$ cat config.mk
export PLATFORM = sky130hd
export DESIGN_NAME = btr_back_flat
export DESIGN_NICKNAME = d
export VERILOG_FILES = /design/src/rtl/core/btr_pkg.sv /design/src/rtl/core/btr_if.sv /design/src/rtl/core/btr_back.sv /design/src/flat_wrapper.sv
export SDC_FILE = /design/constraint.sdc
export NUM_CORES = 1
export LEC_CHECK = 0
export BUFFER_PORTS_ARGS = -buffer_cell sky130_fd_sc_hd__clkbuf_2
export CAP_MARGIN = 20
export CORE_UTILIZATION = 59
export DETAILED_ROUTE_END_ITERATION = 12
export PLACE_DENSITY = 0.87
export REMOVE_ABC_BUFFERS = 1
export SLEW_MARGIN = 20
export SYNTH_ARGS = -nofsm -noshare
export SYNTH_HDL_FRONTEND = slang
export SYNTH_SLANG_ARGS = --single-unit
$ cat constraint.sdc
create_clock -name clk -period 15.5 [get_ports clk]
set_input_delay 0.775 -clock clk [delete_from_list [all_inputs] [get_ports clk]]
set_output_delay 0.775 -clock clk [all_outputs]
set_load 0.02 [all_outputs]
$ cat src/rtl/core/btr_pkg.sv
package btr_pkg;

	// Fixed font geometry.
	localparam int GLYPH_COUNT = 64;
	localparam int GLYPH_COLS = 5;
	localparam int GLYPH_ROWS = 7;
	localparam int GLYPH_CELLS = GLYPH_COLS * GLYPH_ROWS;
	localparam int GLYPH_IDX_W = $clog2(GLYPH_COUNT);
	localparam int CELL_CNT_W = $clog2(GLYPH_CELLS);
	localparam int COL_W = $clog2(GLYPH_COLS);

	// Largest pen scale honored; larger register values are clamped.
	localparam int MAX_SCALE = 8;
	localparam int SCALE_LIM_INT = (MAX_SCALE > 15) ? 15 : ((MAX_SCALE < 1) ? 1 : MAX_SCALE);
	localparam logic [3:0] SCALE_LIMIT = 4'(SCALE_LIM_INT);

	localparam logic [12:0] SCREEN_LIMIT = 13'd4096;

	// Depth of the job queue between the front and the back.
	localparam int JOB_QUEUE_DEPTH = 2;

	// Character codes.
	localparam logic [7:0] CHAR_END = 8'h00;
	localparam logic [7:0] CHAR_NEWLINE = 8'h0A;
	localparam logic [7:0] CHAR_FIRST = 8'h20;
	localparam logic [7:0] CHAR_LAST = 8'h5F;
	localparam logic [7:0] CHAR_SUBST = 8'h3F;

	// Configuration register indexes.
	localparam int CFG_INDEX_W = 3;
	localparam int CFG_DATA_W = 32;
	localparam logic [CFG_INDEX_W-1:0] REG_ORIGIN_X = 3'd0;
	localparam logic [CFG_INDEX_W-1:0] REG_ORIGIN_Y = 3'd1;
	localparam logic [CFG_INDEX_W-1:0] REG_PEN_COLOR = 3'd2;
	localparam logic [CFG_INDEX_W-1:0] REG_GLYPH_SCALE = 3'd3;
	localparam logic [CFG_INDEX_W-1:0] REG_SCREEN_WIDTH = 3'd4;
	localparam logic [CFG_INDEX_W-1:0] REG_SCREEN_HEIGHT = 3'd5;

	typedef enum logic [1:0] {
		CK_END,
		CK_NEWLINE,
		CK_GLYPH
	} char_kind_t;

	typedef enum logic [1:0] {
		BK_IDLE,
		BK_SCAN,
		BK_FLUSH
	} bk_state_t;

	// Effective configuration as seen by the front and the back.
	typedef struct packed {
		logic signed [15:0] origin_x;
		logic signed [15:0] origin_y;
		logic [31:0] pen_color;
		logic [3:0] scale;
		logic [12:0] width_lim;
		logic [12:0] height_lim;
	} btr_cfg_t;

	// One glyph to draw: cursor position and the glyph bitmap, row 0 in the top bits.
	typedef struct packed {
		logic signed [15:0] x;
		logic signed [15:0] y;
		logic [GLYPH_CELLS-1:0] bits;
	} btr_job_t;

	typedef struct packed {
		logic [11:0] x;
		logic [11:0] y;
		logic [3:0] width;
		logic [3:0] height;
		logic last;
	} btr_square_t;

	// Font bitmap, codes 0x20 to 0x5F, rows top to bottom, bit 4 is the leftmost column.
	localparam logic [GLYPH_CELLS-1:0] GLYPH_ROM [GLYPH_COUNT] = '{
		{5'h00,5'h00,5'h00,5'h00,5'h00,5'h00,5'h00}, {5'h04,5'h04,5'h04,5'h04,5'h00,5'h04,5'h00},
		{5'h0A,5'h0A,5'h00,5'h00,5'h00,5'h00,5'h00}, {5'h0A,5'h1F,5'h0A,5'h1F,5'h0A,5'h00,5'h00},
		{5'h04,5'h0F,5'h14,5'h0E,5'h05,5'h1E,5'h04}, {5'h18,5'h19,5'h02,5'h04,5'h09,5'h03,5'h00},
		{5'h0C,5'h12,5'h14,5'h08,5'h15,5'h12,5'h0D}, {5'h04,5'h04,5'h00,5'h00,5'h00,5'h00,5'h00},
		{5'h02,5'h04,5'h08,5'h08,5'h08,5'h04,5'h02}, {5'h08,5'h04,5'h02,5'h02,5'h02,5'h04,5'h08},
		{5'h00,5'h04,5'h15,5'h0E,5'h15,5'h04,5'h00}, {5'h00,5'h04,5'h04,5'h1F,5'h04,5'h04,5'h00},
		{5'h00,5'h00,5'h00,5'h00,5'h00,5'h04,5'h08}, {5'h00,5'h00,5'h00,5'h1F,5'h00,5'h00,5'h00},
		{5'h00,5'h00,5'h00,5'h00,5'h00,5'h04,5'h00}, {5'h00,5'h01,5'h02,5'h04,5'h08,5'h10,5'h00},
		{5'h0E,5'h11,5'h13,5'h15,5'h19,5'h11,5'h0E}, {5'h04,5'h0C,5'h04,5'h04,5'h04,5'h04,5'h0E},
		{5'h0E,5'h11,5'h01,5'h06,5'h08,5'h10,5'h1F}, {5'h1F,5'h02,5'h04,5'h02,5'h01,5'h11,5'h0E},
		{5'h02,5'h06,5'h0A,5'h12,5'h1F,5'h02,5'h02}, {5'h1F,5'h10,5'h1E,5'h01,5'h01,5'h11,5'h0E},
		{5'h06,5'h08,5'h10,5'h1E,5'h11,5'h11,5'h0E}, {5'h1F,5'h01,5'h02,5'h04,5'h08,5'h08,5'h08},
		{5'h0E,5'h11,5'h11,5'h0E,5'h11,5'h11,5'h0E}, {5'h0E,5'h11,5'h11,5'h0F,5'h01,5'h02,5'h0C},
		{5'h00,5'h04,5'h00,5'h00,5'h00,5'h04,5'h00}, {5'h00,5'h04,5'h00,5'h00,5'h00,5'h04,5'h08},
		{5'h02,5'h04,5'h08,5'h10,5'h08,5'h04,5'h02}, {5'h00,5'h00,5'h1F,5'h00,5'h1F,5'h00,5'h00},
		{5'h08,5'h04,5'h02,5'h01,5'h02,5'h04,5'h08}, {5'h0E,5'h11,5'h01,5'h02,5'h04,5'h00,5'h04},
		{5'h0E,5'h11,5'h17,5'h15,5'h17,5'h10,5'h0E}, {5'h04,5'h0A,5'h11,5'h11,5'h1F,5'h11,5'h11},
		{5'h1E,5'h11,5'h11,5'h1E,5'h11,5'h11,5'h1E}, {5'h0E,5'h11,5'h10,5'h10,5'h10,5'h11,5'h0E},
		{5'h1C,5'h12,5'h11,5'h11,5'h11,5'h12,5'h1C}, {5'h1F,5'h10,5'h10,5'h1E,5'h10,5'h10,5'h1F},
		{5'h1F,5'h10,5'h10,5'h1E,5'h10,5'h10,5'h10}, {5'h0E,5'h11,5'h10,5'h17,5'h11,5'h11,5'h0E},
		{5'h11,5'h11,5'h11,5'h1F,5'h11,5'h11,5'h11}, {5'h0E,5'h04,5'h04,5'h04,5'h04,5'h04,5'h0E},
		{5'h01,5'h01,5'h01,5'h01,5'h01,5'h11,5'h0E}, {5'h11,5'h12,5'h14,5'h18,5'h14,5'h12,5'h11},
		{5'h10,5'h10,5'h10,5'h10,5'h10,5'h10,5'h1F}, {5'h11,5'h1B,5'h15,5'h15,5'h11,5'h11,5'h11},
		{5'h11,5'h11,5'h19,5'h15,5'h13,5'h11,5'h11}, {5'h0E,5'h11,5'h11,5'h11,5'h11,5'h11,5'h0E},
		{5'h1E,5'h11,5'h11,5'h1E,5'h10,5'h10,5'h10}, {5'h0E,5'h11,5'h11,5'h11,5'h15,5'h12,5'h0D},
		{5'h1E,5'h11,5'h11,5'h1E,5'h14,5'h12,5'h11}, {5'h0F,5'h10,5'h10,5'h0E,5'h01,5'h01,5'h1E},
		{5'h1F,5'h04,5'h04,5'h04,5'h04,5'h04,5'h04}, {5'h11,5'h11,5'h11,5'h11,5'h11,5'h11,5'h0E},
		{5'h11,5'h11,5'h11,5'h11,5'h11,5'h0A,5'h04}, {5'h11,5'h11,5'h11,5'h15,5'h15,5'h15,5'h0A},
		{5'h11,5'h11,5'h0A,5'h04,5'h0A,5'h11,5'h11}, {5'h11,5'h11,5'h0A,5'h04,5'h04,5'h04,5'h04},
		{5'h1F,5'h01,5'h02,5'h04,5'h08,5'h10,5'h1F}, {5'h0E,5'h08,5'h08,5'h08,5'h08,5'h08,5'h0E},
		{5'h00,5'h10,5'h08,5'h04,5'h02,5'h01,5'h00}, {5'h0E,5'h02,5'h02,5'h02,5'h02,5'h02,5'h0E},
		{5'h04,5'h0A,5'h11,5'h00,5'h00,5'h00,5'h00}, {5'h00,5'h00,5'h00,5'h00,5'h00,5'h00,5'h1F}
	};

endpackage

$ cat src/rtl/core/btr_if.sv


interface btr_block_if;
	logic valid;
	logic ready;
	logic [11:0] block_x;
	logic [11:0] block_y;
	logic [3:0] block_width;
	logic [3:0] block_height;
	logic [31:0] block_color;
	logic last_block;

	modport source(output valid, output block_x, output block_y, output block_width,
		output block_height, output block_color, output last_block, input ready);
	modport sink(input valid, input block_x, input block_y, input block_width,
		input block_height, input block_color, input last_block, output ready);
endinterface


$ cat src/rtl/core/btr_back.sv
module btr_back import btr_pkg::*; (
	input logic clk,
	input logic arst_n,
	input btr_cfg_t cfg_regs,
	input logic pop_valid,
	output logic pop_ready,
	input btr_job_t pop_job,
	btr_block_if.source blocks
);

	bk_state_t state_q;
	bk_state_t state_d;

	logic [GLYPH_CELLS-1:0] bits_q;
	logic [CELL_CNT_W-1:0] cell_cnt_q;
	logic [COL_W-1:0] col_q;
	logic signed [17:0] row_x_q;
	logic signed [17:0] cell_x_q;
	logic signed [17:0] cell_y_q;

	btr_square_t pend_q;
	logic pend_vld_q;
	btr_square_t out_q;
	logic out_vld_q;

	logic signed [17:0] s18;
	logic signed [17:0] w18;
	logic signed [17:0] h18;
	logic signed [17:0] x1;
	logic signed [17:0] y1;
	logic signed [17:0] x0c;
	logic signed [17:0] y0c;
	logic signed [17:0] x1c;
	logic signed [17:0] y1c;
	logic signed [17:0] dx;
	logic signed [17:0] dy;
	logic vis;
	logic out_free;
	logic scan_step;
	logic last_cell;
	logic load_out;
	logic out_last;
	btr_square_t sq;

	// Clip the current cell's square against the screen.
	assign s18 = $signed({14'b0, cfg_regs.scale});
	assign w18 = $signed({5'b0, cfg_regs.width_lim});
	assign h18 = $signed({5'b0, cfg_regs.height_lim});
	assign x1 = cell_x_q + s18;
	assign y1 = cell_y_q + s18;
	assign x0c = cell_x_q[17] ? '0 : cell_x_q;
	assign y0c = cell_y_q[17] ? '0 : cell_y_q;
	assign x1c = (x1 > w18) ? w18 : x1;
	assign y1c = (y1 > h18) ? h18 : y1;
	assign dx = x1c - x0c;
	assign dy = y1c - y0c;
	assign vis = bits_q[GLYPH_CELLS-1] && (x1c > x0c) && (y1c > y0c);

	assign sq.x = x0c[11:0];
	assign sq.y = y0c[11:0];
	assign sq.width = dx[3:0];
	assign sq.height = dy[3:0];
	assign sq.last = 1'b0;

	assign out_free = !out_vld_q || blocks.ready;
	assign last_cell = cell_cnt_q == CELL_CNT_W'(GLYPH_CELLS - 1);

	always_comb begin
		state_d = state_q;
		unique case (state_q)
			BK_IDLE: begin
				if (pop_valid) begin
					state_d = BK_SCAN;
				end
			end
			BK_SCAN: begin
				if (scan_step && last_cell) begin
					state_d = BK_FLUSH;
				end
			end
			BK_FLUSH: begin
				if (!pend_vld_q || out_free) begin
					state_d = BK_IDLE;
				end
			end
			default: state_d = BK_IDLE;
		endcase
	end

	always_comb begin
		pop_ready = 1'b0;
		scan_step = 1'b0;
		load_out = 1'b0;
		out_last = 1'b0;
		unique case (state_q)
			BK_IDLE: begin
				pop_ready = 1'b1;
			end
			BK_SCAN: begin
				// A new square pushes the held one out, which needs room.
				scan_step = !(vis && pend_vld_q && !out_free);
				load_out = scan_step && vis && pend_vld_q;
			end
			BK_FLUSH: begin
				load_out = pend_vld_q && out_free;
				out_last = 1'b1;
			end
			default: begin
				pop_ready = 1'b0;
			end
		endcase
	end

	always_ff @(posedge clk or negedge arst_n) begin
		if (!arst_n) begin
			state_q <= BK_IDLE;
			pend_vld_q <= 1'b0;
			out_vld_q <= 1'b0;
		end else begin
			state_q <= state_d;
			if (load_out) begin
				out_vld_q <= 1'b1;
			end else if (blocks.ready) begin
				out_vld_q <= 1'b0;
			end
			if (scan_step && vis) begin
				pend_vld_q <= 1'b1;
			end else if (state_q == BK_FLUSH && out_free) begin
				pend_vld_q <= 1'b0;
			end
		end
	end

	always_ff @(posedge clk) begin
		if (pop_ready && pop_valid) begin
			bits_q <= pop_job.bits;
			cell_cnt_q <= '0;
			col_q <= '0;
			row_x_q <= 18'(pop_job.x);
			cell_x_q <= 18'(pop_job.x);
			cell_y_q <= 18'(pop_job.y);
		end else if (scan_step) begin
			bits_q <= {bits_q[GLYPH_CELLS-2:0], 1'b0};
			cell_cnt_q <= cell_cnt_q + 1'b1;
			if (col_q == COL_W'(GLYPH_COLS - 1)) begin
				col_q <= '0;
				cell_x_q <= row_x_q;
				cell_y_q <= cell_y_q + s18;
			end else begin
				col_q <= col_q + 1'b1;
				cell_x_q <= cell_x_q + s18;
			end
		end
		if (scan_step && vis) begin
			pend_q <= sq;
		end
		if (load_out) begin
			out_q.x <= pend_q.x;
			out_q.y <= pend_q.y;
			out_q.width <= pend_q.width;
			out_q.height <= pend_q.height;
			out_q.last <= out_last;
		end
	end

	assign blocks.valid = out_vld_q;
	assign blocks.block_x = out_q.x;
	assign blocks.block_y = out_q.y;
	assign blocks.block_width = out_q.width;
	assign blocks.block_height = out_q.height;
	assign blocks.block_color = cfg_regs.pen_color;
	assign blocks.last_block = out_q.last;

	// The held square never overwrites a result that is still waiting.
	assert property (@(posedge clk) disable iff (!arst_n) load_out |-> out_free)
		else $error("output register overwritten while still valid");

	// A character's held square is always gone before the next job starts.
	assert property (@(posedge clk) disable iff (!arst_n) (state_q == BK_IDLE) |-> !pend_vld_q)
		else $error("square left over from the previous character");

	// Flushing the held square marks it as the character's last one.
	assert property (@(posedge clk) disable iff (!arst_n)
		(state_q == BK_FLUSH && pend_vld_q && out_free) |=> (out_vld_q && out_q.last))
		else $error("final square not marked last");

	// The scan never runs past the glyph.
	assert property (@(posedge clk) disable iff (!arst_n)
		(state_q == BK_SCAN) |-> (cell_cnt_q < CELL_CNT_W'(GLYPH_CELLS)))
		else $error("cell counter out of range");

endmodule

$ cat src/flat_wrapper.sv
// flat-port wrapper written by rule: the top's interface ports become plain ports
module btr_back_flat import btr_pkg::*;
  (clk, arst_n, cfg_regs, pop_valid, pop_ready, pop_job, blocks_valid, blocks_block_x, blocks_block_y, blocks_block_width, blocks_block_height, blocks_block_color, blocks_last_block, blocks_ready);
  btr_block_if blocks_i ();
  input logic clk;
  input logic arst_n;
  input btr_cfg_t cfg_regs;
  input logic pop_valid;
  output logic pop_ready;
  input btr_job_t pop_job;
  output wire logic [$bits(blocks_i.valid)-1:0] blocks_valid;
  output wire logic [$bits(blocks_i.block_x)-1:0] blocks_block_x;
  output wire logic [$bits(blocks_i.block_y)-1:0] blocks_block_y;
  output wire logic [$bits(blocks_i.block_width)-1:0] blocks_block_width;
  output wire logic [$bits(blocks_i.block_height)-1:0] blocks_block_height;
  output wire logic [$bits(blocks_i.block_color)-1:0] blocks_block_color;
  output wire logic [$bits(blocks_i.last_block)-1:0] blocks_last_block;
  input wire logic [$bits(blocks_i.ready)-1:0] blocks_ready;
  assign blocks_valid = blocks_i.valid;
  assign blocks_block_x = blocks_i.block_x;
  assign blocks_block_y = blocks_i.block_y;
  assign blocks_block_width = blocks_i.block_width;
  assign blocks_block_height = blocks_i.block_height;
  assign blocks_block_color = blocks_i.block_color;
  assign blocks_last_block = blocks_i.last_block;
  assign blocks_i.ready = blocks_ready;
  btr_back u_core (.clk(clk), .arst_n(arst_n), .cfg_regs(cfg_regs), .pop_valid(pop_valid), .pop_ready(pop_ready), .pop_job(pop_job), .blocks(blocks_i));
endmodule
# ---- After elaboration in Yosys (flattened, before gate mapping)
# Index checks and enable logic that the tools add are counted.
dict set report op_classes {
  eq_ne 7
  mux 25
  reduce_logical 24
  order_cmp 4
  addsub 6
}
# cell count
set ops {}
lappend ops {{18-bit two-way mux} 8}
lappend ops {{35-bit two-way mux} 2}
lappend ops {{18-bit by 5-bit adder with 18-bit output} 2}
lappend ops {{18-bit by 14-bit > comparator with 1-bit output} 2}
lappend ops {{18-bit > comparator} 2}
lappend ops {{17-bit two-way mux} 2}
lappend ops {{1-bit logical AND} 11}
lappend ops {{2-bit nonzero test} 4}
lappend ops {{4-bit subtractor} 2}
lappend ops {{1-bit two-way mux} 7}
lappend ops {{6-bit by 1-bit adder with 6-bit output (second input constant)} 1}
lappend ops {{6-bit equality test (second input constant)} 1}
lappend ops {{2-bit two-way mux} 3}
lappend ops {{2-bit one-hot mux with 3 select lines} 1}
lappend ops {{1-bit zero test} 4}
lappend ops {{2-bit by 1-bit inequality test with 1-bit output (second input constant)} 2}
lappend ops {{3-bit by 1-bit adder with 3-bit output (second input constant)} 1}
lappend ops {{3-bit equality test (second input constant)} 1}
lappend ops {{3-bit two-way mux} 1}
lappend ops {{3-bit AND reduction} 1}
lappend ops {{2-bit by 1-bit equality test with 1-bit output (second input constant)} 1}
lappend ops {{2-bit equality test (second input constant)} 1}
lappend ops {{2-bit zero test} 1}
lappend ops {{1-bit logical OR} 2}
lappend ops {{other kinds (3)} 3}
dict set report totals {
  out_inout_bits 67
  ff_bits 165
  input_bits 165
  word_cells 84
}

# ---- Longest topological paths before layout
# Gate-level depths: netlist (run 1).
dict set report logic_depth {
  word_depth 13
  mapped_depth 27
  ltp_nobuf 25
}

# ---- Worst setup path before layout (run 1)
# OpenSTA, ideal clock, no wires.
dict set report synth_timing {
  path_kind {input-to-reg}
  start {input port cfg_regs[26] (netlist name)}
  end {register u_core.bits_q[0], enable pin}
  t_required_ns 14.963
  arrival_ns 8.728
  setup_slack_ns 6.235
  cell_stages 26
  n_path_buf 1
  setup_time_ns 0.537
  path_cell_list {ha_1 > inv_1 > fa_1 > nor2b_1 > o21ai_0 > a21o_1 > nor2_1 > xor2_1 > ha_1 > nand2_1 > o21ai_0 > a221oi_1 > o21ai_0 > o31ai_1 > a31oi_2 > buf_6 > mux2i_1 > ha_1 > inv_1 > fa_1 > a221o_1 > a211oi_1 > o21ai_0 > nand4_1 > nor2_1 > o21ai_0}
}
dict set report synth_via {
  elab_chain_cells 11
  elab_cells_between_ends 15
  cone_classes {add/sub: 2; order compare: 4; mux: 3; reduce/logical: 6}
}
# item line
set synth_lines {}
lappend synth_lines {{start: declaration} flat_wrapper.sv:7} ;# input btr_cfg_t cfg_regs;
lappend synth_lines {{18-bit by 5-bit adder with 18-bit output} btr_back.sv:49} ;# assign x1 = cell_x_q + s18;
lappend synth_lines {{18-bit by 14-bit > comparator with 1-bit output} btr_back.sv:53} ;# assign x1c = (x1 > w18) ? w18 : x1;
lappend synth_lines {{18-bit two-way mux} btr_back.sv:53}
lappend synth_lines {{18-bit > comparator} btr_back.sv:57} ;# assign vis = bits_q[GLYPH_CELLS-1] && (x1c > x0c) && (y1c > y0c);
lappend synth_lines {{1-bit logical AND} btr_back.sv:57}
lappend synth_lines {{1-bit logical AND *} btr_back.sv:57}
lappend synth_lines {{1-bit logical AND * (2 in series)} btr_back.sv:101} ;# scan_step = !(vis && pend_vld_q && !out_free);
lappend synth_lines {{1-bit zero test *} btr_back.sv:101}
lappend synth_lines {{1-bit two-way mux *} btr_back.sv:95} ;# unique case (state_q)
lappend synth_lines {{2-bit nonzero test (no line) *} n/a}
lappend synth_lines {{end signal: assignment} btr_back.sv:136} ;# bits_q <= pop_job.bits;
lappend synth_lines {{end signal: assignment} btr_back.sv:143} ;# bits_q <= {bits_q[GLYPH_CELLS-2:0], 1'b0};
lappend synth_lines {{end: declaration} btr_back.sv:14} ;# logic [GLYPH_CELLS-1:0] bits_q;
# Mark *: on every way between the ends. The rest lies on a longest branch, timed or not.
# A chain may end at the register's enable or synchronous reset.

# ---- Worst setup path in the final report (run 1)
dict set report layout_timing {
  start {input port cfg_regs[28] (netlist name)}
  end {register u_core.cell_y_q[14], enable pin}
}
dict set report layout_via {
  elab_chain_cells 12
  elab_cells_between_ends 16
  cone_classes {add/sub: 2; order compare: 4; mux: 3; reduce/logical: 7}
}
# item line
set layout_lines {}
lappend layout_lines {{18-bit by 5-bit adder with 18-bit output} btr_back.sv:49}
lappend layout_lines {{18-bit by 14-bit > comparator with 1-bit output} btr_back.sv:53}
lappend layout_lines {{18-bit two-way mux} btr_back.sv:53}
lappend layout_lines {{18-bit > comparator} btr_back.sv:57}
lappend layout_lines {{1-bit logical AND} btr_back.sv:57}
lappend layout_lines {{1-bit logical AND *} btr_back.sv:57}
lappend layout_lines {{1-bit logical AND * (2 in series)} btr_back.sv:101}
lappend layout_lines {{1-bit zero test *} btr_back.sv:101}
lappend layout_lines {{1-bit two-way mux *} btr_back.sv:95}
lappend layout_lines {{2-bit nonzero test (no line) *} n/a}
lappend layout_lines {{2-bit AND reduction (no line) *} n/a}
lappend layout_lines {{end signal: assignment} btr_back.sv:141} ;# cell_y_q <= 18'(pop_job.y);
lappend layout_lines {{end signal: assignment} btr_back.sv:148} ;# cell_y_q <= cell_y_q + s18;
lappend layout_lines {{end: declaration} btr_back.sv:19} ;# logic signed [17:0] cell_y_q;
# Marks and branches as above.

==> impl_metrics.tcl, run 1 <==
set metrics [dict create \
    worst-slew-pin-transition_ns 0.975 \
    clkTransAtPathRegs_ns 0.06 \
    fin_ws_ns 8.08 \
    rsz0062_at_grt "no" \
    std_cell_rows 46 \
    htreeDepth 4 \
    yosysUniqueCellTypes 62 \
    cts_max_path_buffers 2 \
    antenna_found_initial 2 \
    firstDrtPassIters 5 \
    synthArstFlopShare 0.0242 \
    post_synth.cell_area_avg_um2 10.5 \
    dp_slack_ns 7.77 \
    drt_iter0_markers 620 \
    ys_seq_area_frac 0.499 \
    ys_ff_latch 165 \
    placed_area_um2 10300 \
    cts_post_setup_buffers_inserted 0 \
    synth_area_leaders "edfxtp_1 47%, ha_1 9.8%, nand2_1 6.3%" \
    grt_pass1_vias 6426 \
    root_buffer "clkbuf_16" \
    portBuffers 135 \
    setup_viol 0 \
    timing.final.crit_share 0.479 \
    hold_viol 0 \
    drv_cap 0 \
    worstSetupPathType "input port to register" \
    synth.cell_area_um2 9710 \
    grt_max_degree 70 \
    die-width_um 130 \
    fmaxAchievable_ghz 0.135 \
    crit_path_max_incr_delay_ns 0.68 \
    vias 6895 \
    synth_top_area_share 0.470 \
    hpwl_um 14900 \
    gp_congestion 0.892 \
    post-route-drc-count 0 \
    power_mw 2.15 \
    synth_edf_count 152 \
    power_density_nw_per_um2 196 \
    cts_made_buffers 17 \
    critPathArrivalTime_ns 7.48 \
    syn_inst 922 \
    grt.overflow.total 0 \
    leakage_nw 4.89 \
    worst_clock_skew_ns 0.0129 \
    ys.flop_type "edfxtp_1" \
    min_period_ns 7.42 \
    finalSetupTns_ns 0 \
    grt_usage 0.260 \
    grt_pass1_wl_um 32700 \
    reg2reg_setup_slack_ns 8.09 \
    dieArea_um2 17000 \
    endpoint_kind "register" \
    cp-start-kind "input port" \
    die_h_um 130 \
    clk_latency_ns 0.44 \
    cts.sinks 165 \
    hp-class "input port to async pin" \
    yosys_warnings 0 \
    core_um2 16000 \
    n_fill_cell 1191 \
    required_ns 15.56 \
    cts_tree "done" \
    final_area_um2 11000 \
    cts_resized 0 \
    peakVddDrop_uv 107 \
    cpMostUsedCell "o21ai_0" \
    areaGrowthSynthToFinish_pct 13.0 \
    cp_max_fo 18 \
    ctsHoldBuffers 0 \
    io_pins 232 \
    drt-total-wl_um 20700 \
    worst_slew_margin_rel 0.348 \
    wl_per_cell_um 16.6 \
    start_util 0.607 \
    status "completed" \
    ant_nets 0 \
    worst_path_max_delay_cell "a21o_1" \
    final-max-slew-violation-count 0 \
    nets 1265 \
    final_layout_size_suffix_gt1_frac 0.203 \
    worstPathCellList "clkbuf_2 -> ha_1 -> o21ai_0 -> o21ai_0 -> nand4_1 -> xnor2_1 -> ha_1 -> a211oi_1 -> o21ai_0 -> a221oi_1 -> o21ai_0 -> o31ai_1 -> a31oi_2 -> buf_6 -> mux2_1 -> ha_1 -> nand4_1 -> nor4b_1 -> a32oi_1 -> and4_1 -> and4_1 -> a21oi_4 -> a21o_1" \
    synth_top_cell_by_area "edfxtp_1" \
    vias_per_cell 5.52 \
]
[state kept, by name (all words and copies together) (netlist names)]
register	count
u_core.bits_q	35
u_core.pend_q	32
u_core.cell_x_q	18
u_core.cell_y_q	18
u_core.row_x_q	16
u_core.blocks.block_x	12
u_core.blocks.block_y	12
u_core.cell_cnt_q	6
u_core.blocks.block_height	4
u_core.blocks.block_width	4
u_core.col_q	3
u_core.state_q	2
u_core.blocks.last_block	1
u_core.blocks.valid	1
u_core.pend_vld_q	1
[power breakdown]
part	switching, mW	internal (mW)
sequential	0.0886	0.688
clock	0.185	0.257
combinational	0.551	0.385
total	0.824	1.33
[kinds of logic after synthesis]
| family | share of synthesized area |
|---|---|
| AND/OR/NAND/NOR | 0.168 |
| AO/OA/AOI/OAI | 0.0790 |
| buffers and inverters | 0.0647 |
| flip-flops | 0.499 |
| multiplexers | 0.0512 |
| XOR/XNOR | 0.0316 |
| adder cells (fa/ha/maj) | 0.106 |
[stage by stage]
stage	cells	util	hold WS, ns
2_1_floorplan	860	-	0.400
5_1_grt	1249	0.685	0.138
3_5_place_dp	1216	0.646	0.405
6_report	1250	0.685	0.148
4_1_cts	1248	0.685	0.138
3_3_place_gp	1216	0.646	0.401
[worst paths after layout]
path,from,endpoint,cells after the start
worst max-delay path,cfg_regs[28],u_core.cell_y_q[14],23
worst min register to register,u_core.pend_q[25],u_core.blocks.block_x[4],0
worst min-delay path,arst_n,u_core.pend_vld_q,1
max in group asynchronous,arst_n,u_core.blocks.valid,1
min in group clk,u_core.pend_q[25],u_core.blocks.block_x[4],0
worst max register to register,u_core.cell_x_q[2],u_core.cell_y_q[14],22
[cell usage in the layout (no fill, tap or decap), drive strengths merged, types with 9 or more instances in the layout]
cell / instances
a21o: 15
a21oi: 42
clkbuf: 152
dfxtp: 9
edfxtp: 152
ha: 76
inv: 74
mux2: 26
mux2i: 17
nand2: 164
nand2b: 35
nand3: 16
nand4: 17
nor2: 80
o21ai: 26
xnor2: 21
xor2: 14
[synthesized netlist by cell type, types with 17 or more instances]
master and n:
a21oi_1 41, nand2_1 164, nor2_1 80, edfxtp_1 152
ha_1 76, inv_1 67, xnor2_1 21, nand2b_1 35
mux2i_1 17, clkbuf_1 17, o21ai_0 24, buf_4 33
[worst max-delay path, delay by kind of cell]
kind	cells	cell delay (ns)
AOI/OAI and AO/OA	11	3.28
xor gates and xnor gates	1	0.28
adders and majority gates	3	0.95
buffers and inverters	2	0.38
muxes	1	0.31
and+or+nand+nor	5	1.49
[per-layer routing]
layer  vias up  track usage  wire length (um)
li1       3390            -                 -
met1      3135        0.348              8880
met2       324        0.388              9210
met3        44       0.0964              2130
met4         2       0.0903               491
met5         -       0.0147                10
[cell type report]
| cell class | instances | area, um2 | area share |
|---|---|---|---|
| Sequential cell | 165 | 4840 | 0.442 |
| Multi-Input combinational cell | 627 | 4260 | 0.388 |
| Timing Repair Buffer | 141 | 724 | 0.0661 |
| Clock buffer | 17 | 425 | 0.0388 |
| Tap cell | 216 | 270 | 0.0246 |
| Inverter | 68 | 255 | 0.0233 |
| Clock inverter | 15 | 190 | 0.0173 |
| Antenna cell | 1 | 2.50 | 0.000228 |
Power figures use the tool's default switching activity.
==> inputs of run 2 (changes only) <==
--- a/config.mk
+++ b/config.mk
@@ -7,9 +7,9 @@
 export LEC_CHECK = 0
 export BUFFER_PORTS_ARGS = -buffer_cell sky130_fd_sc_hd__clkbuf_2
 export CAP_MARGIN = 20
-export CORE_UTILIZATION = 59
+export CORE_UTILIZATION = 49
 export DETAILED_ROUTE_END_ITERATION = 12
-export PLACE_DENSITY = 0.87
+export PLACE_DENSITY = 0.77
 export REMOVE_ABC_BUFFERS = 1
 export SLEW_MARGIN = 20
 export SYNTH_ARGS = -nofsm -noshare
==> constraint.sdc (replaced) <==
create_clock -name clk -period 6.5 [get_ports clk]
set_input_delay 0.325 -clock clk [delete_from_list [all_inputs] [get_ports clk]]
set_output_delay 0.325 -clock clk [all_outputs]
set_load 0.02 [all_outputs]
==> run 2 against run 1 <==
- critical path depth grew 5
- combinational power grew to 2.6 times the previous value
- die area increased by 20%
- power increased by 140%
- setup slack got worse by 7.8 ns
- sequential cell count unchanged
- register-to-register slack worse by 7.8 ns
- cell count up 6.3%
- via count down 0.61%
- global-route usage shrank 4.7 points
- sequential share of layout area decreased by 1.3 points
- critical path type is now register to register
- largest cell class unchanged
- highest routed layer unchanged
==> impl_metrics.tcl, run 2 (synthesis gave the netlist of run 1 again) <==
set metrics [dict create \
    gr-usage-met1 0.274 \
    reg2reg_setup_slack_ns 0.30 \
    n_fill_cell 1636 \
    post-route-drc-count 0 \
    clkTransAtPathRegs_ns 0.07 \
    portBuffers 135 \
    fin_cells 1329 \
    largest_reg_flops 35 \
    cts_made_buffers 17 \
    io_pins 232 \
    vias_per_cell 5.16 \
    largest_register "u_core.bits_q" \
    drt-total-wl_um 20500 \
    ant_nets 0 \
    wl_per_cell_um 15.5 \
    use_met3 0.0761 \
    worst_slew_margin_rel 0.406 \
    vias 6853 \
    endpoint_kind "register" \
    die_h_um 143 \
    antenna_found_initial 2 \
    drt_iter0_markers 470 \
    clk_latency_ns 0.43 \
    status "completed" \
    htreeDepth 4 \
    seq_area_um2 4840 \
    firstDrtPassIters 5 \
    grt_max_degree 54 \
    dieArea_um2 20400 \
    worst_clock_skew_ns 0.0122 \
    fin_ws_ns 0.305 \
    cp_max_fo 32 \
    worst-slew-pin-transition_ns 0.890 \
    power_density_nw_per_um2 462 \
    ff2ff_path_depth 28 \
    reg_top3 "u_core.bits_q x35, u_core.pend_q x32" \
    areaGrowthSynthToFinish_pct 16.5 \
    grt.overflow.total 0 \
    finalSetupTns_ns 0 \
    final_cell_mix "163 x nand2_1, 152 x edfxtp_1, 135 x clkbuf_2, 79 x nor2_1, 76 x ha_1" \
    crit_path_max_incr_delay_ns 0.39 \
    cp-start-kind "register" \
    drv_cap 0 \
    worst_path_max_delay_cell "fa_1" \
    dp_slack_ns 0.194 \
    hp-class "input port to register" \
    die-width_um 143 \
    std_cell_rows 51 \
    setup_viol 0 \
    peakVddDrop_uv 243 \
    endpoint "u_core.pend_q[28]" \
    crit_start "u_core.cell_x_q[0]" \
    hold_viol 0 \
    grt-busiest-layer "met2" \
    hpwl_um 15300 \
    cts.sinks 165 \
    reg2reg_to "u_core.pend_q[28]" \
    gp_congestion 0.880 \
    cts_tree "done" \
    cts_max_path_buffers 2 \
    start_util 0.499 \
    timing.final.crit_share 0.953 \
    core_um2 19500 \
    leakage_nw 5.03 \
    rr_startpoint "u_core.cell_x_q[0]" \
    grt_pass1_wl_um 32700 \
    nets 1294 \
    final_layout_size_suffix_gt1_frac 0.223 \
    critPathArrivalTime_ns 6.31 \
    final-max-slew-violation-count 0 \
    multi_input_area_um2 4280 \
    grt_usage 0.213 \
    power_mw 5.23 \
    root_buffer "clkbuf_16" \
    min_period_ns 6.20 \
    grtUsageMet2 0.324 \
    grt_pass1_vias 6527 \
    final_common_cell "nand2_1" \
    worstSetupPathType "register to register" \
    fmaxAchievable_ghz 0.161 \
    place_inst 1292 \
    required_ns 6.62 \
]
-- run 2: cell types whose count changed in the layout (fill, tap and decap cells not counted), sizes merged --
cell	delta
dlygate4sd3	+1
clkbuf	+3
inv	-4
bufinv	-1
diode	+1
clkinv	+2
buf	+28
-- run 2: critical path, delay by kind of cell (launching register included) --
family          cells  cell delay [ns]
fa+ha+maj           4             1.18
xor+xnor            1             0.26
flops               1             0.37
buf+inv             5             0.77
mux                 1             0.30
simple gates        8             1.44
compound gates      9             1.53
-- run 2: where the power goes --
group / switching (mW) / internal, mW
Clock: 0.409 / 0.565
Combinational: 1.33 / 1.08
Sequential: 0.214 / 1.64
Total: 1.95 / 3.28
-- run 2: how the worst min path moves through the flow --
stage	from	slack, ns	cells past startpoint	endpoint
6_report	pop_job[59]	0.08	1	u_core.row_x_q[8]
5_1_grt	pop_job[63]	0.07	1	u_core.row_x_q[12]
4_1_cts	pop_job[59]	0.07	1	u_core.row_x_q[8]
3_5_place_dp	arst_n	0.15	1	u_core.state_q[0]
3_3_place_gp	arst_n	0.14	1	u_core.state_q[0]
2_1_floorplan	arst_n	0.03	0	u_core.blocks.valid
-- run 2: layout make-up --
| cell class | count | area share |
|---|---|---|
| antenna | 2 | 0.000443 |
| tap | 265 | 0.0293 |
| timing repair buffer | 170 | 0.0910 |
| sequential | 165 | 0.429 |
| clock inverter | 12 | 0.0113 |
| multi-input combinational | 627 | 0.378 |
| clock buffer | 20 | 0.0386 |
| inverter | 68 | 0.0226 |
-- run 2: layer usage --
layer	vias up	part of all wire
met5	-	0.00063
met4	2	0.023
met3	32	0.072
met2	209	0.45
met1	3156	0.46
li1	3454	-
-- run 2: repair_timing --
| action | CTS | global route |
|---|---|---|
| gates resized for setup | 0 | 6 |
| setup endpoints to repair | 0 | 139 |
| setup buffers | 0 | 2 |
| endpoints found under the hold margin | 4 | 0 |
| hold buffers | 1 | 0 |
-- run 2: metrics by stage --
stage	instance area, um2	hold slack (ns)	utilization
final	11300	0.0844	0.581
after global placement	10700	0.138	0.549
after floorplan	9330	0.0294	-
after global routing	11300	0.0749	0.581
after detailed placement	10700	0.146	0.549
after CTS	11300	0.0730	0.579
==> inputs of run 3 (changes only) <==
--- a/config.mk
+++ b/config.mk
@@ -9,6 +9,7 @@
 export CAP_MARGIN = 20
 export CORE_UTILIZATION = 49
 export DETAILED_ROUTE_END_ITERATION = 12
+export GPL_TIMING_DRIVEN = 0
 export PLACE_DENSITY = 0.77
 export REMOVE_ABC_BUFFERS = 1
 export SLEW_MARGIN = 20
==> run 3 against run 2 <==
- final area up 1.2%
- non-clock buffer count down 8
- power up 2.3%
- global-route usage down 0.11 points
- worst hold slack better by 0.0050 ns
- clock skew down 0.0011 ns
- cell count down 0.38%
- die area unchanged
- combinational power up 3%
- clock power up 6%
- clock-buffer cell count down 2
- sequential power about the same
==> impl_metrics.tcl, run 3 (synthesis gave the netlist of run 1 again) <==
set metrics [dict create \
    rr_startpoint "u_core.cell_y_q[0]" \
    drt-total-wl_um 21800 \
    final-max-slew-violation-count 0 \
    dp_slack_ns -0.790 \
    grt_usage 0.212 \
    fin_ws_ns 0.258 \
    whs_ns 0.0894 \
    worst_slew_margin_rel 0.391 \
    final_layout_size_suffix_gt1_frac 0.230 \
    fmaxAchievable_ghz 0.160 \
    n_fill_cell 1554 \
    largest_register "u_core.bits_q" \
    cts_tree "done" \
    fin_util 0.588 \
    largest_reg_flops 35 \
    fin_cells 1324 \
    grt.overflow.total 0 \
    timing.final.crit_share 0.960 \
    hpwl_um 15000 \
    critPathArrivalTime_ns 6.37 \
    hp-start "pop_job[59]" \
    io_pins 232 \
    dieArea_um2 20400 \
    required_ns 6.63 \
    power_mw 5.35 \
    vias 6957 \
    finalSetupTns_ns 0 \
    start_util 0.499 \
    cp-start-kind "register" \
    grt_pass1_wl_um 32400 \
    cp.depth 25 \
    worst-slew-pin-transition_ns 0.911 \
    cpMostUsedCell "ha_1" \
    root_buffer "clkbuf_16" \
    core_um2 19500 \
    crit_path_max_incr_delay_ns 0.47 \
    worst_path_max_delay_cell "nor4_2" \
    place_inst 1264 \
    grt_max_degree 71 \
    reg_top3 "u_core.bits_q x35, u_core.pend_q x32" \
    final_common_cell "nand2_1" \
    clkTransAtPathRegs_ns 0.07 \
    wl_per_cell_um 16.5 \
    drt_iter0_markers 536 \
    power_density_nw_per_um2 467 \
    grt_pass1_vias 6437 \
    status "completed" \
    portBuffers 135 \
    min_period_ns 6.24 \
    setup_viol 0 \
    ff2ff_path_depth 25 \
    nets 1289 \
    drv_cap 0 \
    min_path_cells 1 \
    placed_area_um2 10500 \
    areaGrowthSynthToFinish_pct 17.9 \
    cp_max_fo 11 \
    crit_start "u_core.cell_y_q[0]" \
    worst_clock_skew_ns 0.0111 \
    worst-path-buf-inv 2 \
    antenna_found_initial 3 \
    post-route-drc-count 0 \
    final_area_um2 11400 \
    hp-class "input port to register" \
    clk_latency_ns 0.43 \
    peakVddDrop_uv 293 \
    htreeDepth 4 \
    cts.sinks 165 \
    die_h_um 143 \
    ant_nets 0 \
    final_cell_mix "163 x nand2_1, 152 x edfxtp_1, 135 x clkbuf_2, 78 x nor2_1, 76 x ha_1" \
    hold_viol 0 \
    vias_per_cell 5.25 \
    gp_congestion 0.887 \
    worstSetupPathType "register to register" \
    cts_made_buffers 17 \
    leakage_nw 5.04 \
    die-width_um 143 \
    firstDrtPassIters 6 \
    endpoint_kind "register" \
    cts_max_path_buffers 2 \
    cp_top_family "compound AO/OA/AOI/OAI gates" \
    std_cell_rows 51 \
]
## run 3: area by class of cell
type | instances | area [um2] | area share
flip-flops and latches | 165 | 4840 | 0.423
multi-input cells | 630 | 4390 | 0.383
repair buffers | 162 | 1010 | 0.0885
clock buffers | 18 | 429 | 0.0375
well taps | 265 | 332 | 0.0290
inverters | 68 | 258 | 0.0225
clock inverters | 14 | 175 | 0.0153
diodes | 2 | 5.00 | 0.000437
## run 3: report_power, final
group / leakage (nW) / switching, mW / internal [mW]
clock: 0.283 / 0.426 / 0.609
combinational: 3.21 / 1.39 / 1.07
sequential: 1.55 / 0.217 / 1.64
## run 3: what timing repair did
item                                    CTS  global route
gates cloned                              1             3
hold buffers                              1             0
pin swaps                                 2             9
hold endpoints to repair                  4             0
endpoints found under the setup margin  137           146
gates resized for setup                  10            13
setup buffers                             2            19
## run 3: worst paths after layout
kind,endpoint,slack [ns]
setup / recovery,u_core.cell_y_q[7],0.26
hold / removal,u_core.row_x_q[8],0.09
setup reg to reg,u_core.cell_y_q[7],0.26
max in group asynchronous,u_core.pend_vld_q,6.14
min in group asynchronous,u_core.state_q[0],0.23
hold reg to reg,u_core.blocks.block_width[2],0.42
## run 3: routing by layer
metal  track usage  routed length, um
met1         0.282               9530
met2         0.319               9820
met3        0.0661               1940
met4        0.0821                495
met5        0.0125                 13
